$ cat config.mk
export PLATFORM = sky130hd
export DESIGN_NAME = lease_lock_table
export DESIGN_NICKNAME = d
export VERILOG_FILES = /design/src/rtl/core/lll_pkg.sv /design/src/rtl/core/lease_lock_table.sv
export SDC_FILE = /design/constraint.sdc
export NUM_CORES = 1
export LEC_CHECK = 0
export BUFFER_PORTS_ARGS = -buffer_cell sky130_fd_sc_hd__buf_2
export CORE_MARGIN = 1
export CORE_UTILIZATION = 47
export DETAILED_ROUTE_END_ITERATION = 8
export PLACE_DENSITY_LB_ADDON = 0.15
export RECOVER_POWER = 50
export SLEW_MARGIN = 40
export SYNTH_ARGS = -nofsm -noshare
export SYNTH_HDL_FRONTEND = slang
export SYNTH_SLANG_ARGS = --single-unit
$ cat constraint.sdc
create_clock -name clk -period 5.3 [get_ports clk]
set_input_delay 1.06 -clock clk [delete_from_list [all_inputs] [get_ports clk]]
set_output_delay 1.06 -clock clk [all_outputs]
set_load 0.1 [all_outputs]
$ cat src/rtl/core/lll_pkg.sv
// Package for the lease lock table: request and status codes, the
// sequencer state type and the default table depth. No dependencies.
`default_nettype none

package lll_pkg;

  localparam int ENTRIES_DEF = 32;

  // Request codes
  localparam logic [2:0] REQ_LOCK    = 3'd0;
  localparam logic [2:0] REQ_UNLOCK  = 3'd1;
  localparam logic [2:0] REQ_QUERY   = 3'd2;
  localparam logic [2:0] REQ_RELEASE = 3'd3;
  localparam logic [2:0] REQ_TICK    = 3'd4;

  // Result status codes
  localparam logic [1:0] ST_OK       = 2'd0;
  localparam logic [1:0] ST_HELD     = 2'd1;
  localparam logic [1:0] ST_BADADDR  = 2'd2;
  localparam logic [1:0] ST_RELEASED = 2'd3;

  typedef enum logic [1:0] {
    S_CLEAR,
    S_IDLE,
    S_LOOK,
    S_SWEEP
  } state_t;

endpackage

`default_nettype wire

$ cat src/rtl/core/lease_lock_table.sv
// Lease lock table top level: entry memory, request sequencer and result register.
// Depends on lll_pkg for codes, the state type and the default depth.
`default_nettype none

// Channel    Direction  Handshake          Beat contents
// ---------  ---------  -----------------  ------------------------------------------
// request    in         in_valid/in_stall   req_type, address, session, lease_ticks
// result     out        out_valid/out_stall status, entry_address, owner, last
// config     in         cfg_we              cfg_wdata -> active_entries
//
// Lock, unlock and query read the entry, then decide and write back. A release or
// tick sweep visits min(active_entries, ENTRIES) entries, then issues the done beat;
// it streams one entry per cycle, unless an output stall holds a release beat, through
// the single-port-read entry memory, reading the next entry while the current one is
// written back. After reset a clearing pass zeroes every entry; no request is taken
// meanwhile. Output stalls hold the sequencer only when a result beat must be issued.
module lease_lock_table
  import lll_pkg::*;
#(
  parameter int ENTRIES = ENTRIES_DEF
) (
  input  wire logic        clk,
  input  wire logic        rst,
  // configuration
  input  wire logic        cfg_we,
  input  wire logic [5:0]  cfg_wdata,
  // request channel
  input  wire logic        in_valid,
  output logic             in_stall,
  input  wire logic [2:0]  req_type,
  input  wire logic [5:0]  address,
  input  wire logic [15:0] session,
  input  wire logic [15:0] lease_ticks,
  // result channel
  output logic             out_valid,
  input  wire logic        out_stall,
  output logic [1:0]       status,
  output logic [5:0]       entry_address,
  output logic [15:0]      owner,
  output logic             last
);

  // IW indexes the memory; CW also holds the entry count itself and any 6-bit address.
  localparam int IW  = (ENTRIES > 1) ? $clog2(ENTRIES) : 1;
  localparam int CWE = $clog2(ENTRIES + 1);
  localparam int CW  = (CWE > 7) ? CWE : 7;

  // Entry memory: owner in the upper half, lease in the lower half
  logic [31:0]   mem [ENTRIES];
  logic [31:0]   rdata;
  logic          mem_we;
  logic [IW-1:0] mem_wa;
  logic [31:0]   mem_wd;
  logic          mem_re;
  logic [IW-1:0] mem_ra;

  always_ff @(posedge clk) begin
    if (mem_we) begin
      mem[mem_wa] <= mem_wd;
    end
    if (mem_re) begin
      rdata <= mem[mem_ra];
    end
  end

  // Control state
  state_t        state, state_next;
  logic [CW-1:0] ptr, ptr_next;         // clear address, then sweep read pointer
  logic          d_valid, d_valid_next; // rdata holds the sweep entry at d_idx
  logic [IW-1:0] d_idx, d_idx_next;
  logic [5:0]    active_entries;

  // Latched request
  logic [2:0]    r_req;
  logic [5:0]    r_addr;
  logic [15:0]   r_sess;
  logic [15:0]   r_lease;
  logic          r_bad;

  // Effective limit: min(active_entries, ENTRIES)
  logic [CW-1:0] lim;
  assign lim = (CW'(active_entries) > CW'(ENTRIES)) ? CW'(ENTRIES) : CW'(active_entries);

  logic          in_accept;
  logic          addr_bad;
  logic [IW-1:0] acc_idx;
  logic          is_sweep;

  assign in_stall  = (state != S_IDLE);
  assign in_accept = in_valid && !in_stall;
  assign addr_bad  = (address == 6'd0) || (CW'(address) > lim);
  assign acc_idx   = IW'(CW'(address) - CW'(1));
  assign is_sweep  = (req_type == REQ_RELEASE) || (req_type == REQ_TICK);

  logic out_free;
  assign out_free = !out_valid || !out_stall;

  // Entry fields out of the read register
  logic [15:0] d_owner, d_lease;
  assign d_owner = rdata[31:16];
  assign d_lease = rdata[15:0];

  // Sweep update of the entry in rdata
  logic [15:0] sw_owner, sw_lease;
  logic        sw_freed, sw_emit;

  always_comb begin
    sw_owner = d_owner;
    sw_lease = d_lease;
    sw_freed = 1'b0;
    if (r_req == REQ_RELEASE) begin
      // free entries the session holds
      if (d_owner == r_sess) begin
        sw_owner = '0;
        sw_freed = 1'b1;
      end
    end else if (d_lease == 16'd1) begin
      // lease runs out: drop the owner
      sw_owner = '0;
      sw_lease = '0;
      sw_freed = 1'b1;
    end else if (d_lease > 16'd1) begin
      sw_lease = d_lease - 16'd1;
    end
    sw_emit = d_valid && sw_freed && (d_owner != 16'd0);
  end

  // Result beat built by the sequencer
  logic        emit;
  logic [1:0]  o_status;
  logic [5:0]  o_addr;
  logic [15:0] o_owner;
  logic        o_last;

  always_comb begin
    state_next   = state;
    ptr_next     = ptr;
    d_valid_next = d_valid;
    d_idx_next   = d_idx;
    mem_we       = 1'b0;
    mem_wa       = d_idx;
    mem_wd       = '0;
    mem_re       = 1'b0;
    mem_ra       = acc_idx;
    emit         = 1'b0;
    o_status     = ST_OK;
    o_addr       = '0;
    o_owner      = '0;
    o_last       = 1'b0;

    unique case (state)
      S_CLEAR: begin
        // zero one entry per cycle
        mem_we = 1'b1;
        mem_wa = ptr[IW-1:0];
        if (ptr == CW'(ENTRIES - 1)) begin
          state_next = S_IDLE;
          ptr_next   = '0;
        end else begin
          ptr_next = ptr + CW'(1);
        end
      end

      S_IDLE: begin
        if (in_accept) begin
          if (is_sweep) begin
            state_next   = S_SWEEP;
            ptr_next     = '0;
            d_valid_next = 1'b0;
          end else begin
            // fetch the addressed entry; unused when the request is refused
            state_next = S_LOOK;
            mem_re     = !addr_bad;
            mem_ra     = acc_idx;
          end
        end
      end

      S_LOOK: begin
        if (out_free) begin
          emit       = 1'b1;
          o_last     = 1'b1;
          o_addr     = r_addr;
          state_next = S_IDLE;
          mem_wa     = IW'(CW'(r_addr) - CW'(1));
          if (r_req > REQ_TICK) begin
            // unknown request type
            o_status = ST_BADADDR;
            o_addr   = '0;
          end else if (r_bad) begin
            o_status = ST_BADADDR;
          end else if (r_req == REQ_QUERY) begin
            o_owner = d_owner;
          end else if ((d_owner != r_sess) && (d_owner != 16'd0)) begin
            o_status = ST_HELD;
            o_owner  = d_owner;
          end else if (r_req == REQ_LOCK) begin
            mem_we  = 1'b1;
            mem_wd  = {r_sess, r_lease};
            o_owner = r_sess;
          end else begin
            // unlock: free the entry and clear its lease
            mem_we = 1'b1;
            mem_wd = '0;
          end
        end
      end

      S_SWEEP: begin
        if (!d_valid && (ptr >= lim)) begin
          // all entries visited: issue the done beat
          if (out_free) begin
            emit       = 1'b1;
            o_last     = 1'b1;
            state_next = S_IDLE;
          end
        end else if (!sw_emit || out_free) begin
          if (d_valid) begin
            mem_we = 1'b1;
            mem_wa = d_idx;
            mem_wd = {sw_owner, sw_lease};
            if (sw_emit) begin
              emit     = 1'b1;
              o_status = ST_RELEASED;
              o_addr   = 6'(CW'(d_idx) + CW'(1));
              o_owner  = d_owner;
            end
          end
          // advance: read the next entry while this one is written back
          if (ptr < lim) begin
            mem_re       = 1'b1;
            mem_ra       = ptr[IW-1:0];
            d_idx_next   = ptr[IW-1:0];
            d_valid_next = 1'b1;
            ptr_next     = ptr + CW'(1);
          end else begin
            d_valid_next = 1'b0;
          end
        end
      end
    endcase
  end

  // Control registers
  always_ff @(posedge clk) begin
    if (rst) begin
      state          <= S_CLEAR;
      ptr            <= '0;
      d_valid        <= 1'b0;
      active_entries <= 6'd32;
      out_valid      <= 1'b0;
    end else begin
      state   <= state_next;
      ptr     <= ptr_next;
      d_valid <= d_valid_next;
      if (cfg_we) begin
        active_entries <= cfg_wdata;
      end
      if (emit) begin
        out_valid <= 1'b1;
      end else if (!out_stall) begin
        out_valid <= 1'b0;
      end
    end
  end

  // Payload registers: request latch, sweep index, result beat
  always_ff @(posedge clk) begin
    d_idx <= d_idx_next;
    if (in_accept) begin
      r_req   <= req_type;
      r_addr  <= address;
      r_sess  <= session;
      r_lease <= lease_ticks;
      r_bad   <= addr_bad;
    end
    if (emit) begin
      status        <= o_status;
      entry_address <= o_addr;
      owner         <= o_owner;
      last          <= o_last;
    end
  end

endmodule

`default_nettype wire

==> results.toml, run 1 <==
[outcome]
run_status = "finished with violations"
violated_checks = "max-capacitance violations, max-slew violations"

[cts]
clock-sinks = 1145
path_clk_slew_ps = 60
clk_path_buf_depth = 3
post_cts_resized = 0
clk_root_buffer_cell = "clkbuf_16"
post_cts_buffers = 0
total_clock_buffers_created_by_cts = 115
h-tree-depth = 3
cts_tree = "done"
hold_buffers = 0
worst_skew_pair.late_latency_ps = 700

[route]
drt-vias-per-instance = 6.779
drt_first_pass_iters = 6
via_count_of_the_routed_design = 32755
drt_iter0_markers = 4384
wl_per_cell_um = 31.20
drt.antenna.violating_nets = 0
drt_wl_total_mm = 150.8
detail_route.drc_violations = 0

[sta]
fmaxAchievable_mhz = 192.7
fin_setup_tns_ps = 0
rsz0062_at_grt = "no"
worst_pin_slew_ps = 2229
period_share = 0.9793
relSlewSlack = -0.4959
finalSetupViolations = 0
worst_clock_skew_ps = 26.68
final-max-slew-violation-count = 156
timing.final.crit_period_ps = 5190
final-hold-violation-count = 0
setup_slack_ps = 109.9

[critical_path]
reg2reg_from = "rdata[23]"
critical_path_peak_fanout = 23
worst_setup_path_startpoint = "rdata[23]"
crit_arrival_ps = 5580
setup.worst_path.class = "register to register"
worstSetupStartpointType = "register"
worst_setup_path_end_kind = "register"
data_required_time_at_the_worst_endpoint_ps = 5690

[global_route]
grt.overflow.total = 0
grt_antenna_before_repair = 0
wire_length_of_the_first_global_routing_pass_mm = 218.6
maximum_number_of_pins_on_one_net_before_global_route_repair = 97
groute.usage.overall = 0.2908
grt_pass1_vias = 31189

[logic_synthesis]
postSynthAreaPerCell_um2 = 14.04
register_bit_count_reported_by_yosys = 1145
post_synth_inst_count = 3389
synthTopCellsByArea = "edfxtp_1 (71%), o21ai_0 (4.3%), nand3_1 (2.9%)"
syn-cell-area_um2 = 47590
synth.top_cell.area_share = 0.7118
synth_enable_flop_cells = 1128
postSynth.topFlopCell = "edfxtp_1"
yosysTopAreaCell = "edfxtp_1"
ys_seq_area_frac = 0.7189
synthesis.nets = 3460
async_reset_ff_frac = 0
synth_warnings = 0
post_synth_num_cell_types = 73

[power_and_ir_drop]
pwr-share-comb = 0.081
p_int_w = 0.01487
clock_power_share = 0.404
seqPwrFrac = 0.515
power_leakage_nw = 16.54
power_density_nw_per_um2 = 358.6
power.ir.vdd_worst_v = 0.0002631
power.switching_w = 0.004497
sw_frac_of_total = 0.2322

[finish]
synthToLayoutAreaGrowth_pct = 13.46
num-fill-cells = 8046
num_antenna_cells = 0
final_layout_size_suffix_gt1_frac = 0.1208
total_area_of_multi_input_combinational_cells_um2 = 12400
final_net_count = 3509
sequential_cell_area_um2 = 34210

[placed_design]
hpwl_mm = 84.11
port_buf_inserts = 78
routabilityCongestion = 0.8797
preCtsSetupSlack_ps = 120.0

[flow_run]
maxCapViolations = 6

[min_path]
timing.hold.worst.start = "active_entries[0]"
min_path_type = "register to register"

[floorplanning]
io-pin-count = 79
design.core.area_um2 = 100100
fp.dieH_um = 320.2
die_span_in_x_um = 320.2
std_cell_rows = 116
initial_utilization = 0.4752
design.die.area_um2 = 102500
-- worst paths after layout --
| kind | cells after the start | endpoint | slack, ps |
|---|---|---|---|
| setup reg to reg | 10 | rdata[21] | 110 |
| hold reg to reg | 2 | active_entries[0] | 520 |
| hold / removal | 2 | active_entries[0] | 520 |
| setup / recovery | 10 | rdata[21] | 110 |
-- flip-flops by register name, indices dropped and copies added, names as in the netlist, 2 cells and up --
| signal | count |
|---|---|
| state | 2 |
| status | 2 |
| ptr | 7 |
| active_entries | 6 |
| r_addr | 6 |
| rdata | 32 |
| mem | 1024 |
| d_idx | 5 |
| r_sess | 16 |
| entry_address | 6 |
| r_req | 3 |
| owner | 16 |
| r_lease | 16 |
-- power by group through the flow --
stage | combinational, W | clock, W | sequential (W)
after floorplan | 0.000886 | 0 | 0.0102
final | 0.00157 | 0.00782 | 0.00997
after detailed placement | 0.00154 | 0 | 0.0102
after global routing | 0.00166 | 0.00824 | 0.00997
after global placement | 0.00152 | 0 | 0.0102
after CTS | 0.00155 | 0.00792 | 0.00997
-- cells in the mapped netlist, types with 12 or more instances --
library cell / count
a32o_1: 62
edfxtp_1: 1128
buf_4: 12
a211o_1: 34
nor3_1: 12
inv_1: 15
buf_2: 66
ha_1: 19
and3_1: 38
xor2_1: 28
a22o_1: 67
a211oi_1: 36
o22ai_1: 35
buf_1: 13
clkbuf_1: 197
a21oi_1: 246
nor2_1: 74
xnor2_1: 15
nor4_1: 43
nand3_1: 272
o21ai_0: 408
a311oi_1: 95
nand2_1: 156
a221o_1: 34
a32oi_1: 130
dfxtp_1: 17
clkbuf_2: 13
-- worst max-delay path, stage by stage (launching register included) --
cell	delay [ps]
edfxtp_1	600
xor2_1	240
nor4_2	310
nand4_2	300
or4_1	930
nand2_8	250
mux2i_1	600
a21oi_4	260
buf_4	350
a211o_1	330
a311oi_1	680
-- layout by cell type, fill, tap and decap left out, types with 14 or more instances in the layout --
cell type  count
clkbuf_2      26
nor2_1        42
a221o_1       34
a211oi_1      36
o21ai_1       15
buf_4         77
xnor2_1       15
edfxtp_1    1128
a311oi_1      93
clkinv_1      30
nor2_4        33
o22ai_1       35
ha_1          19
inv_1         14
clkinv_2      14
a22o_1        67
dfxtp_1       17
a21oi_1      244
a32oi_1      130
nor4_1        43
clkbuf_16    116
o21ai_0      400
nand3_1      270
and3_1        36
clkbuf_1      78
xor2_1        28
nand2_1      156
a211o_1       34
buf_2         39
buf_12        51
a32o_1        62
-- metrics by stage --
step	total power, W	hold slack, ps	area, um2	std cells	util
floorplan	0.01104	434.8	47590	3389	-
global placement	0.01167	473.7	50590	4618	0.5052
detailed placement	0.01170	493.2	50670	4619	0.5060
CTS	0.01943	491.1	54250	4832	0.5417
global route	0.01987	505.7	53990	4832	0.5392
finish	0.01936	515.9	53990	4832	0.5392
-- cell type report --
type / count / area share
sequential: 1145 / 0.6336
multi-input combinational: 1920 / 0.2297
clock buffer: 149 / 0.05605
timing repair buffer: 240 / 0.03921
tap: 1298 / 0.03008
clock inverter: 64 / 0.01020
inverter: 16 / 0.001159
-- metal layers --
layer / global-route usage / wire, um
met1: 0.4061 / 60050
met2: 0.4522 / 69220
met3: 0.06024 / 15960
met4: 0.1036 / 5534
met5: 0 / 0
-- kinds of logic (layout without fill, tap and decap cells) --
group,Yosys count,count (layout),synth area share
flops,1145,1145,0.7189
buf+inv,324,469,0.02974
xor+xnor,43,43,0.007914
fa+ha+maj,19,19,0.004995
compound gates,1197,1197,0.1677
simple gates,652,652,0.06881
mux,9,9,0.001919
(Power assumes the default switching activity.)
==> inputs of run 2 (changes only) <==
Settings changed: CORE_UTILIZATION 47 to 35, SKIP_CTS_REPAIR_TIMING set to 1.
==> results.toml, run 2 (synthesis results as in run 1) <==
[floorplanning]
die_span_in_x_um = 370.7
design.die.area_um2 = 137400
std_cell_rows = 134
fp.dieH_um = 370.7
io-pin-count = 79
design.core.area_um2 = 134100
initial_utilization = 0.3548

[cts]
cts_tree = "done"
clock-sinks = 1145
clk_root_buffer_cell = "clkbuf_16"
path_clk_slew_ps = 60
clk_path_buf_depth = 3
h-tree-depth = 3
worst_skew_pair.late_latency_ps = 760
total_clock_buffers_created_by_cts = 120

[sta]
finalSetupViolations = 0
period_share = 0.9271
relSlewSlack = -0.4440
timing.final.crit_period_ps = 4914
fin_worst_hold_slack_ps = 489.2
worst_pin_slew_ps = 2148
rsz0062_at_grt = "no"
final-hold-violation-count = 0
final-max-slew-violation-count = 126
fmaxAchievable_mhz = 203.5
worst_clock_skew_ps = 37.47
fin_setup_tns_ps = 0

[finish]
num_antenna_cells = 0
largest_registers = "mem x1024, rdata x32"
sequential_cell_area_um2 = 34210
mostFrequentLayoutCell = "edfxtp_1"
final_layout_size_suffix_gt1_frac = 0.1322
final_net_count = 3562
synthToLayoutAreaGrowth_pct = 15.67
register_with_the_most_flip_flops = "mem"
num-fill-cells = 12475
largest_register_ffs = 1024
finish.utilization = 0.4104
total_area_of_multi_input_combinational_cells_um2 = 12390
final-instance-count-excl-fill = 5346
layout.cells.most_common_list = "edfxtp_1 (1128), o21ai_0 (402), nand3_1 (270)"

[placed_design]
routabilityCongestion = 0.8147
hpwl_mm = 95.71
port_buf_inserts = 78
post-place-cells = 5137

[global_route]
groute.usage.overall = 0.2362
maximum_number_of_pins_on_one_net_before_global_route_repair = 113
grt_pass1_vias = 30885
grt.overflow.total = 0
wire_length_of_the_first_global_routing_pass_mm = 232.6
grt_antenna_before_repair = 1

[outcome]
violated_checks = "max-capacitance violations, max-slew violations"
run_status = "finished with violations"

[critical_path]
critical_path_peak_fanout = 21
worstSetupStartpointType = "register"
setup.worst_path.class = "register to register"
worst_path_dominant_cell_family = "compound AO/OA/AOI/OAI gates"
cells_along_the_critical_path = "nor4_1, and4_1, nor2_1, a21o_1, o21ai_4, buf_12, buf_4, a32oi_1, a32oi_1, o22ai_1, a311oi_1"
critPathBufInv = 2
data_required_time_at_the_worst_endpoint_ps = 5770
critPathMostFrequentCell = "a32oi_1"
worst_setup_path_end_kind = "register"
critPathSlowestCell = "o21ai_4"
crit_arrival_ps = 5380
worst_setup_path_startpoint = "rdata[28]"
reg2reg_slack_ps = 390
max_stage_delay_ps = 770
reg2reg_from = "rdata[28]"

[power_and_ir_drop]
power_leakage_nw = 16.79
power_density_nw_per_um2 = 355.9
power.ir.vdd_worst_v = 0.0002803

[route]
detail_route.drc_violations = 0
via_count_of_the_routed_design = 32211
drt_iter0_markers = 3682
drt.antenna.violating_nets = 0
wl_per_cell_um = 30.77
drt-vias-per-instance = 6.025
drt_wl_total_mm = 164.5
drt_first_pass_iters = 6

[flow_run]
maxCapViolations = 5

[min_path]
min_path_type = "input port to register"
timing.hold.worst.start = "lease_ticks[2]"
==> run 2: cell count changes in the layout (fill, tap and decap cells not counted), moves of 3 or more <==
cell / delta
buf_4: +38
clkbuf_1: +6
clkbuf_16: +6
buf_12: +5
clkinv_1: -5
clkbuf_2: -4
o21ai_1: -4
buf_8: +3
clkinv_4: -3
clkinv_8: -3
o21ai_2: +3
==> run 2: final timing paths <==
| path | endpoint | cells past startpoint |
|---|---|---|
| max | rdata[3] | 11 |
| min | r_lease[2] | 1 |
| max reg2reg | rdata[3] | 11 |
| min reg2reg | active_entries[0] | 2 |
==> run 2: worst reg2reg max path, cell delays in order (launching register included) <==
cell	delay [ps]
edfxtp_1	570
nor4_1	560
and4_1	460
nor2_1	170
a21o_1	370
o21ai_4	770
buf_12	280
buf_4	300
a32oi_1	100
a32oi_1	280
o22ai_1	190
a311oi_1	600
==> run 2: cell type report <==
cell class	instances	area share
Clock buffer	155	0.05771
Clock inverter	54	0.008273
Inverter	16	0.001159
Multi-Input combinational cell	1920	0.2250
Sequential cell	1145	0.6215
Tap cell	1768	0.04018
Timing Repair Buffer	288	0.04616
==> run 2: stage by stage <==
step	area [um2]	setup WS, ps	total power, W
2_1_floorplan	47590	183.6	0.01104
3_3_place_gp	51640	201.2	0.01175
3_5_place_dp	51740	363.6	0.01176
4_1_cts	55370	362.6	0.01972
5_1_grt	55050	134.2	0.02015
6_report	55050	386.5	0.01959
==> run 2: report_power, final <==
part | switching, W | internal, W
clock network | 0.00354 | 0.00448
registers | 0.0000241 | 0.00994
logic | 0.00107 | 0.000538
total | 0.00464 | 0.0150
==> run 2: layer usage <==
metal	global-route usage	routed length, um	vias up
li1	-	-	13901
met4	0.06363	4428	0
met3	0.04537	12640	239
met1	0.3316	70870	16762
met5	0	0	-
met2	0.3732	76550	1309
